### src/hdl/b64c_pkg.sv
// Shared types, codes and character helpers for the base64 stream codec.
// No dependencies; imported by every module of the block.
package b64c_pkg;

  localparam logic [7:0] PAD_CHAR   = 8'h3D;
  localparam logic [7:0] CHAR_UPPER = 8'h41;
  localparam logic [7:0] CHAR_LOWER = 8'h61;
  localparam logic [7:0] CHAR_DIGIT = 8'h30;
  localparam logic [7:0] CHAR_PLUS  = 8'h2B;
  localparam logic [7:0] CHAR_SLASH = 8'h2F;
  localparam logic [5:0] SEXT_LOWER = 6'd26;
  localparam logic [5:0] SEXT_DIGIT = 6'd52;
  localparam logic [5:0] SEXT_PLUS  = 6'd62;
  localparam logic [5:0] SEXT_SLASH = 6'd63;

  localparam int JOBQ_AW    = 1;
  localparam int JOBQ_DEPTH = 1 << JOBQ_AW;

  typedef enum logic [1:0] {
    ST_OK      = 2'd0,
    ST_INVALID = 2'd1,
    ST_BAD_PAD = 2'd2,
    ST_TRUNC   = 2'd3
  } status_e;

  typedef enum logic [1:0] {
    JOB_ENC,
    JOB_DEC,
    JOB_ERR
  } job_kind_e;

  // One finished group handed from the front to the back.
  // Encode: cnt = bytes present (1..3), data = bytes, missing ones zero.
  // Decode: cnt = bytes to emit (1..3), data = the four sextets packed.
  typedef struct packed {
    job_kind_e   kind;
    logic [1:0]  cnt;
    logic [23:0] data;
    status_e     status;
    logic        last;
  } job_t;

  function automatic logic [7:0] enc_char(input logic [5:0] s);
    logic [7:0] r;
    if (s < SEXT_LOWER) begin
      r = CHAR_UPPER + {2'b00, s};
    end else if (s < SEXT_DIGIT) begin
      r = CHAR_LOWER + {2'b00, s} - {2'b00, SEXT_LOWER};
    end else if (s < SEXT_PLUS) begin
      r = CHAR_DIGIT + {2'b00, s} - {2'b00, SEXT_DIGIT};
    end else if (s == SEXT_PLUS) begin
      r = CHAR_PLUS;
    end else begin
      r = CHAR_SLASH;
    end
    return r;
  endfunction

  // Returns {valid, sextet}; strict, anything outside the alphabet is invalid.
  function automatic logic [6:0] dec_sextet(input logic [7:0] c);
    logic [6:0] r;
    if (c inside {[8'h41:8'h5A]}) begin
      r = {1'b1, 6'(c - CHAR_UPPER)};
    end else if (c inside {[8'h61:8'h7A]}) begin
      r = {1'b1, 6'(c - CHAR_LOWER + {2'b00, SEXT_LOWER})};
    end else if (c inside {[8'h30:8'h39]}) begin
      r = {1'b1, 6'(c - CHAR_DIGIT + {2'b00, SEXT_DIGIT})};
    end else if (c == CHAR_PLUS) begin
      r = {1'b1, SEXT_PLUS};
    end else if (c == CHAR_SLASH) begin
      r = {1'b1, SEXT_SLASH};
    end else begin
      r = 7'd0;
    end
    return r;
  endfunction

endpackage

### src/hdl/base64_stream_codec.sv
// Top level of the base64 stream codec: front end, job queue, back end.
// Depends on b64c_pkg, b64c_front, b64c_jobq, b64c_back.
//
// Base64 encoder/decoder over a byte stream, one byte per input beat with a
// last flag. mode 0 encodes three bytes into four characters ('=' pads a
// short final group), mode 1 decodes four characters into one to three
// bytes; an error gives one zero result with a status code and ends the
// message. The front end takes one input beat per cycle while the job queue
// is not full and files each finished group as a job into a two-entry queue;
// the back end walks a job out at one result beat per cycle while the
// receiver keeps popping, through a registered output. Decoding therefore
// sustains one input beat per cycle; encoding three bytes per four result
// beats, set by the single result beat the back end emits each cycle. A
// result passes the job queue, then the output register. Write mode only
// while the block is idle; a write restarts the message.
module base64_stream_codec (
  input  logic       clk_i,
  input  logic       rst_ni,
  input  logic       cfg_we_i,
  input  logic       cfg_wdata_i,
  input  logic       push,
  output logic       full,
  input  logic [7:0] in_byte_i,
  input  logic       in_last_i,
  output logic       empty,
  input  logic       pop,
  output logic [7:0] out_byte_o,
  output logic [1:0] status_o,
  output logic       out_last_o
);
  import b64c_pkg::*;

  logic q_push, q_full, q_valid, q_pop;
  job_t push_job, head_job;

  b64c_front u_front (
    .clk_i       (clk_i),
    .rst_ni      (rst_ni),
    .cfg_we_i    (cfg_we_i),
    .cfg_wdata_i (cfg_wdata_i),
    .push        (push),
    .full        (full),
    .in_byte_i   (in_byte_i),
    .in_last_i   (in_last_i),
    .q_full_i    (q_full),
    .q_push_o    (q_push),
    .q_job_o     (push_job)
  );

  b64c_jobq u_jobq (
    .clk_i   (clk_i),
    .rst_ni  (rst_ni),
    .push_i  (q_push),
    .job_i   (push_job),
    .full_o  (q_full),
    .valid_o (q_valid),
    .job_o   (head_job),
    .pop_i   (q_pop)
  );

  b64c_back u_back (
    .clk_i      (clk_i),
    .rst_ni     (rst_ni),
    .q_valid_i  (q_valid),
    .q_job_i    (head_job),
    .q_pop_o    (q_pop),
    .pop        (pop),
    .empty      (empty),
    .out_byte_o (out_byte_o),
    .status_o   (status_o),
    .out_last_o (out_last_o)
  );

endmodule

### src/hdl/b64c_front.sv
// Front end: accepts input beats, collects groups, classifies them into jobs.
// Holds the mode register. Depends on b64c_pkg.
module b64c_front (
  input  logic            clk_i,
  input  logic            rst_ni,
  input  logic            cfg_we_i,
  input  logic            cfg_wdata_i,
  input  logic            push,
  output logic            full,
  input  logic [7:0]      in_byte_i,
  input  logic            in_last_i,
  input  logic            q_full_i,
  output logic            q_push_o,
  output b64c_pkg::job_t  q_job_o
);
  import b64c_pkg::*;

  logic       mode_q, mode_d;
  logic [1:0] gc_q, gc_d;
  logic       drain_q, drain_d;
  logic [7:0] buf_q [3];
  logic [7:0] buf_d [3];

  logic       acc;
  logic [1:0] gc_enc, nc;
  logic [7:0] e0, e1, e2;
  logic [6:0] d0, d1, d2, d3;
  logic       p0, p1, p2, p3;
  logic       bad_pad, bad_char;

  assign full = q_full_i;
  assign acc  = push && !q_full_i;

  // Encode view of the group with the current beat in place.
  assign gc_enc = (gc_q == 2'd3) ? 2'd0 : gc_q;
  assign nc     = gc_enc + 2'd1;
  assign e0     = (gc_enc == 2'd0) ? in_byte_i : buf_q[0];
  assign e1     = (nc < 2'd2) ? 8'd0 : ((gc_enc == 2'd1) ? in_byte_i : buf_q[1]);
  assign e2     = (nc < 2'd3) ? 8'd0 : in_byte_i;

  // Decode view of a complete group of four.
  assign p0 = (buf_q[0] == PAD_CHAR);
  assign p1 = (buf_q[1] == PAD_CHAR);
  assign p2 = (buf_q[2] == PAD_CHAR);
  assign p3 = (in_byte_i == PAD_CHAR);
  assign d0 = dec_sextet(buf_q[0]);
  assign d1 = dec_sextet(buf_q[1]);
  assign d2 = p2 ? 7'h40 : dec_sextet(buf_q[2]);
  assign d3 = p3 ? 7'h40 : dec_sextet(in_byte_i);
  assign bad_pad  = p0 || p1 || (p2 && !p3);
  assign bad_char = !(d0[6] && d1[6] && d2[6] && d3[6]);

  always_comb begin
    mode_d   = mode_q;
    gc_d     = gc_q;
    drain_d  = drain_q;
    buf_d    = buf_q;
    q_push_o = 1'b0;
    q_job_o  = '0;
    if (cfg_we_i) begin
      mode_d  = cfg_wdata_i;
      gc_d    = 2'd0;
      drain_d = 1'b0;
    end else if (acc) begin
      if (!mode_q) begin
        drain_d = 1'b0;
        if (nc == 2'd3 || in_last_i) begin
          q_push_o       = 1'b1;
          q_job_o.kind   = JOB_ENC;
          q_job_o.cnt    = nc;
          q_job_o.data   = {e0, e1, e2};
          q_job_o.status = ST_OK;
          q_job_o.last   = in_last_i;
          gc_d           = 2'd0;
        end else begin
          buf_d[gc_enc] = in_byte_i;
          gc_d          = nc;
        end
      end else if (drain_q) begin
        // drop beats up to the end of the message
        if (in_last_i) begin
          drain_d = 1'b0;
          gc_d    = 2'd0;
        end
      end else if (gc_q != 2'd3) begin
        if (in_last_i) begin
          q_push_o       = 1'b1;
          q_job_o.kind   = JOB_ERR;
          q_job_o.status = ST_TRUNC;
          q_job_o.last   = 1'b1;
          gc_d           = 2'd0;
          drain_d        = 1'b0;
        end else begin
          buf_d[gc_q] = in_byte_i;
          gc_d        = gc_q + 2'd1;
        end
      end else begin
        q_push_o = 1'b1;
        gc_d     = 2'd0;
        if (bad_pad || bad_char) begin
          q_job_o.kind   = JOB_ERR;
          q_job_o.status = bad_pad ? ST_BAD_PAD : ST_INVALID;
          q_job_o.last   = 1'b1;
          drain_d        = !in_last_i;
        end else begin
          q_job_o.kind   = JOB_DEC;
          q_job_o.cnt    = p2 ? 2'd1 : (p3 ? 2'd2 : 2'd3);
          q_job_o.data   = {d0[5:0], d1[5:0], d2[5:0], d3[5:0]};
          q_job_o.status = ST_OK;
          q_job_o.last   = in_last_i || p3;
          drain_d        = p3 && !in_last_i;
        end
      end
    end
  end

  always_ff @(posedge clk_i or negedge rst_ni) begin
    if (!rst_ni) begin
      mode_q  <= 1'b0;
      gc_q    <= 2'd0;
      drain_q <= 1'b0;
    end else begin
      mode_q  <= mode_d;
      gc_q    <= gc_d;
      drain_q <= drain_d;
    end
  end

  always_ff @(posedge clk_i) begin
    buf_q <= buf_d;
  end

`ifndef SYNTHESIS
  a_drain_decode_only: assert property (@(posedge clk_i) disable iff (!rst_ni)
    drain_q |-> mode_q) else $error("draining set in encode mode");
  a_enc_group_short: assert property (@(posedge clk_i) disable iff (!rst_ni)
    !mode_q |-> gc_q != 2'd3) else $error("encode group count overran");
  a_cfg_restarts: assert property (@(posedge clk_i) disable iff (!rst_ni)
    cfg_we_i |=> gc_q == 2'd0 && !drain_q) else $error("mode write did not restart");
`endif

endmodule

### src/hdl/b64c_jobq.sv
// Short job queue between front and back end.
// Depth from b64c_pkg::JOBQ_DEPTH. Depends on b64c_pkg.
module b64c_jobq (
  input  logic            clk_i,
  input  logic            rst_ni,
  input  logic            push_i,
  input  b64c_pkg::job_t  job_i,
  output logic            full_o,
  output logic            valid_o,
  output b64c_pkg::job_t  job_o,
  input  logic            pop_i
);
  import b64c_pkg::*;

  job_t                 mem_q [JOBQ_DEPTH];
  logic [JOBQ_AW-1:0]   wr_q, rd_q;
  logic [JOBQ_AW:0]     cnt_q;
  logic                 do_push, do_pop;

  assign full_o  = (cnt_q == (JOBQ_AW+1)'(JOBQ_DEPTH));
  assign valid_o = (cnt_q != '0);
  assign job_o   = mem_q[rd_q];
  assign do_push = push_i && !full_o;
  assign do_pop  = pop_i && valid_o;

  always_ff @(posedge clk_i) begin
    if (do_push) begin
      mem_q[wr_q] <= job_i;
    end
  end

  always_ff @(posedge clk_i or negedge rst_ni) begin
    if (!rst_ni) begin
      wr_q  <= '0;
      rd_q  <= '0;
      cnt_q <= '0;
    end else begin
      if (do_push) wr_q <= wr_q + 1'b1;
      if (do_pop)  rd_q <= rd_q + 1'b1;
      cnt_q <= cnt_q + (JOBQ_AW+1)'(do_push) - (JOBQ_AW+1)'(do_pop);
    end
  end

`ifndef SYNTHESIS
  a_no_overflow: assert property (@(posedge clk_i) disable iff (!rst_ni)
    cnt_q <= (JOBQ_AW+1)'(JOBQ_DEPTH)) else $error("job queue overflow");
  a_push_gated: assert property (@(posedge clk_i) disable iff (!rst_ni)
    !(push_i && full_o)) else $error("push into full job queue");
  a_pop_gated: assert property (@(posedge clk_i) disable iff (!rst_ni)
    pop_i |-> valid_o) else $error("pop from empty job queue");
`endif

endmodule

### src/hdl/b64c_back.sv
// Back end: walks each job one result beat per cycle into the output register,
// while that register is empty or being popped. Depends on b64c_pkg.
module b64c_back (
  input  logic            clk_i,
  input  logic            rst_ni,
  input  logic            q_valid_i,
  input  b64c_pkg::job_t  q_job_i,
  output logic            q_pop_o,
  input  logic            pop,
  output logic            empty,
  output logic [7:0]      out_byte_o,
  output logic [1:0]      status_o,
  output logic            out_last_o
);
  import b64c_pkg::*;

  logic       out_v_q;
  logic [7:0] byte_q, byte_d;
  logic [1:0] status_q, status_d;
  logic       last_q, last_d;
  logic [1:0] k_q;
  logic       is_final, load, taken;
  logic [5:0] sext;
  logic [7:0] dbyte;

  assign taken = pop && out_v_q;
  assign load  = q_valid_i && (!out_v_q || taken);
  assign q_pop_o = load && is_final;

  always_comb begin
    case (k_q)
      2'd0:    sext = q_job_i.data[23:18];
      2'd1:    sext = q_job_i.data[17:12];
      2'd2:    sext = q_job_i.data[11:6];
      default: sext = q_job_i.data[5:0];
    endcase
    case (k_q)
      2'd0:    dbyte = q_job_i.data[23:16];
      2'd1:    dbyte = q_job_i.data[15:8];
      default: dbyte = q_job_i.data[7:0];
    endcase
  end

  always_comb begin
    byte_d   = 8'd0;
    status_d = ST_OK;
    last_d   = 1'b1;
    is_final = 1'b1;
    case (q_job_i.kind)
      JOB_ENC: begin
        // pad out the characters past the bytes present
        byte_d   = (k_q <= q_job_i.cnt) ? enc_char(sext) : PAD_CHAR;
        is_final = (k_q == 2'd3);
        last_d   = q_job_i.last && is_final;
      end
      JOB_DEC: begin
        byte_d   = dbyte;
        is_final = (k_q == q_job_i.cnt - 2'd1);
        last_d   = q_job_i.last && is_final;
      end
      JOB_ERR: begin
        status_d = q_job_i.status;
      end
      default: begin
        status_d = q_job_i.status;
      end
    endcase
  end

  always_ff @(posedge clk_i or negedge rst_ni) begin
    if (!rst_ni) begin
      out_v_q <= 1'b0;
      k_q     <= 2'd0;
    end else begin
      if (load) begin
        out_v_q <= 1'b1;
        k_q     <= is_final ? 2'd0 : k_q + 2'd1;
      end else if (taken) begin
        out_v_q <= 1'b0;
      end
    end
  end

  always_ff @(posedge clk_i) begin
    if (load) begin
      byte_q   <= byte_d;
      status_q <= status_d;
      last_q   <= last_d;
    end
  end

  assign empty      = !out_v_q;
  assign out_byte_o = byte_q;
  assign status_o   = status_q;
  assign out_last_o = last_q;

`ifndef SYNTHESIS
  a_mid_job_head: assert property (@(posedge clk_i) disable iff (!rst_ni)
    k_q != 2'd0 |-> q_valid_i) else $error("job left the queue mid-walk");
  a_head_held: assert property (@(posedge clk_i) disable iff (!rst_ni)
    (k_q != 2'd0 && !q_pop_o) |=> q_valid_i && $stable(q_job_i))
    else $error("queue head changed mid-walk");
  a_err_single: assert property (@(posedge clk_i) disable iff (!rst_ni)
    (q_valid_i && q_job_i.kind == JOB_ERR) |-> k_q == 2'd0)
    else $error("error job walked past one beat");
`endif

endmodule

### config.mk
export PLATFORM = sky130hd
export DESIGN_NAME = base64_stream_codec
export DESIGN_NICKNAME = d
export VERILOG_FILES = /design/src/hdl/b64c_pkg.sv /design/src/hdl/base64_stream_codec.sv /design/src/hdl/b64c_front.sv /design/src/hdl/b64c_jobq.sv /design/src/hdl/b64c_back.sv
export SDC_FILE = /design/constraint.sdc
export NUM_CORES = 1
export LEC_CHECK = 0
export BUFFER_PORTS_ARGS = -buffer_cell sky130_fd_sc_hd__buf_2
export CELL_PAD_IN_SITES_DETAIL_PLACEMENT = 1
export CELL_PAD_IN_SITES_GLOBAL_PLACEMENT = 2
export CORE_MARGIN = 2
export CORE_UTILIZATION = 35
export CTS_BUF_LIST = sky130_fd_sc_hd__clkbuf_2
export DETAILED_ROUTE_END_ITERATION = 10
export PLACE_DENSITY = 0.68
export SLEW_MARGIN = 20
export SYNTH_ARGS = -nofsm -noshare
export SYNTH_HDL_FRONTEND = slang
export SYNTH_SLANG_ARGS = --single-unit
### constraint.sdc
create_clock -name clk_i -period 8.4 [get_ports clk_i]
set_input_delay 0.84 -clock clk_i [delete_from_list [all_inputs] [get_ports clk_i]]
set_output_delay 0.84 -clock clk_i [all_outputs]
set_load 0.05 [all_outputs]
==> results.sh <==
export IMPL_use_met1_pct=25.6
export IMPL_cellLeakagePower_nw=3.10
export IMPL_path_buf_inv=2
export IMPL_fin_total_pwr_w=0.00210
export IMPL_synth_ff_type="edfxtp_1"
export IMPL_drt_wl_total_um=21900
export IMPL_worstRegToRegCells=9
export IMPL_cts_root_buf="clkbuf_2"
export IMPL_tightest_slew_ns=0.830
export IMPL_yosysTopAreaCellShare_pct=37.8
export IMPL_die_area_sq_mm=0.0232
export IMPL_grt_max_degree=35
export IMPL_gr_total_overflow=0
export IMPL_critPathMaxStageDelay_ns=0.66
export IMPL_ys_async_sr_fraction_pct=10.2
export IMPL_ys_types=85
export IMPL_finalCritPeriodShare_pct=43.6
export IMPL_grt_pass1_wl_um=35200
export IMPL_crit_path_start="u_front.buf_q[18]$_DFFE_PP_"
export IMPL_start_util_pct=35.4
export IMPL_worstSetupEndpointType="flip-flop"
export IMPL_drc=0
export IMPL_crit_family="simple AND/OR/NAND/NOR gates"
export IMPL_netlist_instances=765
export IMPL_syn_nets=836
export IMPL_ant_nets=0
export IMPL_clockBufferDepth=2
export IMPL_boundaryPins=28
export IMPL_ys_top_cells_by_area="edfxtp_1 (38%), ha_1 (9.1%), a21oi_1 (3.6%)"
export IMPL_drtPass1Iterations=5
export IMPL_htreeDepth=3
export IMPL_numCtsBuffers=9
export IMPL_drive_gt1_share_pct=10.3
export IMPL_diodes=0
export IMPL_skew_ns=0.0431
export IMPL_crit_fanout=12
export IMPL_r2r_slack_ns=4.74
export IMPL_maxCapViolCount=0
export IMPL_design_core_area_sq_mm=0.0218
export IMPL_row_count=54
export IMPL_antenna_found_initial=0
export IMPL_drt_initial_drc_count=384
export IMPL_relSlewSlack_pct=43.1
export IMPL_setup_viol=0
export IMPL_grt_util_all_layers_pct=18.9
export IMPL_routedWlPerCell_um=20.8
export IMPL_synth_edf_count=97
export IMPL_num_vias=5972
export IMPL_yosys_area_top_type="edfxtp_1"
export IMPL_chipHeight_um=152
export IMPL_r2r_start="u_front.buf_q[18]$_DFFE_PP_"
export IMPL_cts_sinks=108
export IMPL_crit_type="flip-flop to flip-flop"
export IMPL_clk_pin_slew_worst_paths_ns=0.30
export IMPL_cp_cell_sequence="inv_1, ha_1, nor2b_1, o32ai_1, o21ai_0, nand2_1, nand4bb_1, inv_2, a32o_1"
export IMPL_ys_seq_elements=108
export IMPL_max_freq_mhz=273
export IMPL_hold_viol=0
export IMPL_met3_usage_pct=2.65
export IMPL_crit_slowest_cell="edfxtp_1"
export IMPL_fin_nets=841
export IMPL_die_w_um=152
export IMPL_drv_slew=0
export IMPL_grt_pass1_vias=6209
export IMPL_power_density_mw_per_mm2=257
export IMPL_viasPerCell=5.66
export IMPL_min_period_ns=3.66
export IMPL_critPathArrivalTime_ns=4.04
export IMPL_seq_area_frac_synth_pct=41.4
export IMPL_worstHoldPathType="input pin to flip-flop"
export IMPL_area_delta_synth_final_pct=6.12
export IMPL_yosys_warnings=0
export IMPL_cts_tree="built"
export IMPL_gp_congestion=0.882
export IMPL_grt_busiest_layer="met2"
export IMPL_cp_start_kind="flip-flop"
export IMPL_crit_cells=9
export IMPL_status="finished clean"
export IMPL_cp_endpoint="u_jobq.mem_q[1][4]$_DFFE_PP_"
export IMPL_tns_ns=0
export IMPL_cp_required_ns=8.78
export IMPL_hpwl_um=16700
export IMPL_io_buffers=27
export IMPL_rsz0062_at_grt="no"
export IMPL_clock_latency_ns=0.63
export IMPL_synth_avg_cell_area_sq_um=10.1
export IMPL_grt_met2_usage_pct=32.5
export IMPL_r2r_end="u_jobq.mem_q[1][4]$_DFFE_PP_"
export IMPL_hold_start="cfg_wdata_i"
export IMPL_ir_drop_mv=0.0980
export IMPL_cts_resized=0
export IMPL_netlist_area_sq_mm=0.00771
[metal layers]
metal,wire length (um),vias up
met1,10400,2990
met2,10700,102
met5,0,-
li1,-,2861
met4,327,0
met3,501,19
[timing repair]
| item | CTS | global route |
|---|---|---|
| endpoints found under the hold margin | 6 | 0 |
| setup endpoints to repair | 0 | 0 |
| hold buffers | 1 | 0 |
| setup buffers | 0 | 0 |
[worst reg2reg max path: cells and delay by family, from the launching register on]
family | cells | cell delay (ns)
buf+inv | 2 | 0.39
fa+ha+maj | 1 | 0.23
simple gates | 3 | 1.08
compound gates | 3 | 1.07
flops | 1 | 0.66
[per-stage QoR]
stage / cells / hold WS (ns) / worst slack, ns / instance area [sq um] / utilization [%]
after floorplan: 765 / 0.460 / 5.24 / 7710 / -
after global placement: 1038 / 0.483 / 4.76 / 8040 / 37.0
after global routing: 1055 / 0.356 / 4.40 / 8180 / 37.6
after detailed placement: 1038 / 0.502 / 4.60 / 8040 / 37.0
final: 1055 / 0.425 / 4.74 / 8180 / 37.6
after CTS: 1055 / 0.373 / 4.67 / 8180 / 37.6
[layout by cell type (no fill, tap or decap), types with 9 or more instances in the layout]
cell	netlist	routed
inv_1	53	53
o22ai_1	17	17
a211oi_1	10	10
nand2_1	43	43
nand3_1	18	18
clkbuf_2	0	9
nor2_1	56	55
xnor2_1	17	17
and2_1	19	19
ha_1	56	56
a21oi_1	55	55
nor2b_1	15	15
edfxtp_1	97	97
buf_2	9	27
o21ai_0	36	36
o21ai_1	11	11
mux2i_1	24	24
mux2_2	12	12
nand2b_1	10	10
dfrtp_1	11	11
nor3_1	9	9
[logic make-up (layout without fill, tap and decap cells)]
group           count (synthesis)  after routing  share of synthesized area (%)
flops                         108            108                           41.4
xor+xnor                       26             26                           3.13
buf+inv                        91            101                           4.92
simple gates                  214            214                           14.7
compound gates                224            224                           20.2
mux                            46             46                           6.67
fa+ha+maj                      56             56                           9.09
[how the worst min path moves through the flow]
stage | endpoint | slack [ns] | cells past startpoint
final | u_front.mode_q$_DFFE_PN0P_ | 0.42 | 2
after global routing | u_front.mode_q$_DFFE_PN0P_ | 0.36 | 2
after CTS | u_front.mode_q$_DFFE_PN0P_ | 0.37 | 2
after detailed placement | u_back.out_v_q$_DFFE_PN0P_ | 0.50 | 2
after global placement | u_back.out_v_q$_DFFE_PN0P_ | 0.48 | 2
after floorplan | u_jobq.wr_q$_DFFE_PN0P_ | 0.46 | 1
[cells in the mapped netlist, drive strengths merged (18+ instances only)]
master  count
mux2i      25
clkbuf     21
nand3      18
and2       19
a21oi      57
nand2      43
nor2       56
edfxtp     97
mux2       21
inv        54
o21ai      47
ha         56
[state kept, by name (all words and copies together), names as in the netlist]
name	count
u_back.k_q	2
u_back.out_byte_o	8
u_back.out_last_o	1
u_back.out_v_q	1
u_back.status_o	2
u_front.buf_q	24
u_front.drain_q	1
u_front.gc_q	2
u_front.mode_q	1
u_jobq.cnt_q	2
u_jobq.mem_q	62
u_jobq.rd_q	1
u_jobq.wr_q	1
[report_power, final]
group          leakage [nW]  internal [W]  switching (W)
logic                  1.99      0.000398       0.000735
clock network        0.0759     0.0000738       0.000182
registers              1.04      0.000675      0.0000350
[layout make-up]
type | instances | area (sq um)
Multi-Input combinational cell | 566 | 4150
Clock inverter | 7 | 82.6
Clock buffer | 9 | 45.0
Sequential cell | 108 | 3190
Fill cell | 2483 | 13600
Tap cell | 280 | 350
Inverter | 54 | 203
Timing Repair Buffer | 31 | 168
Note: power is estimated with default switching activity, not from simulation.
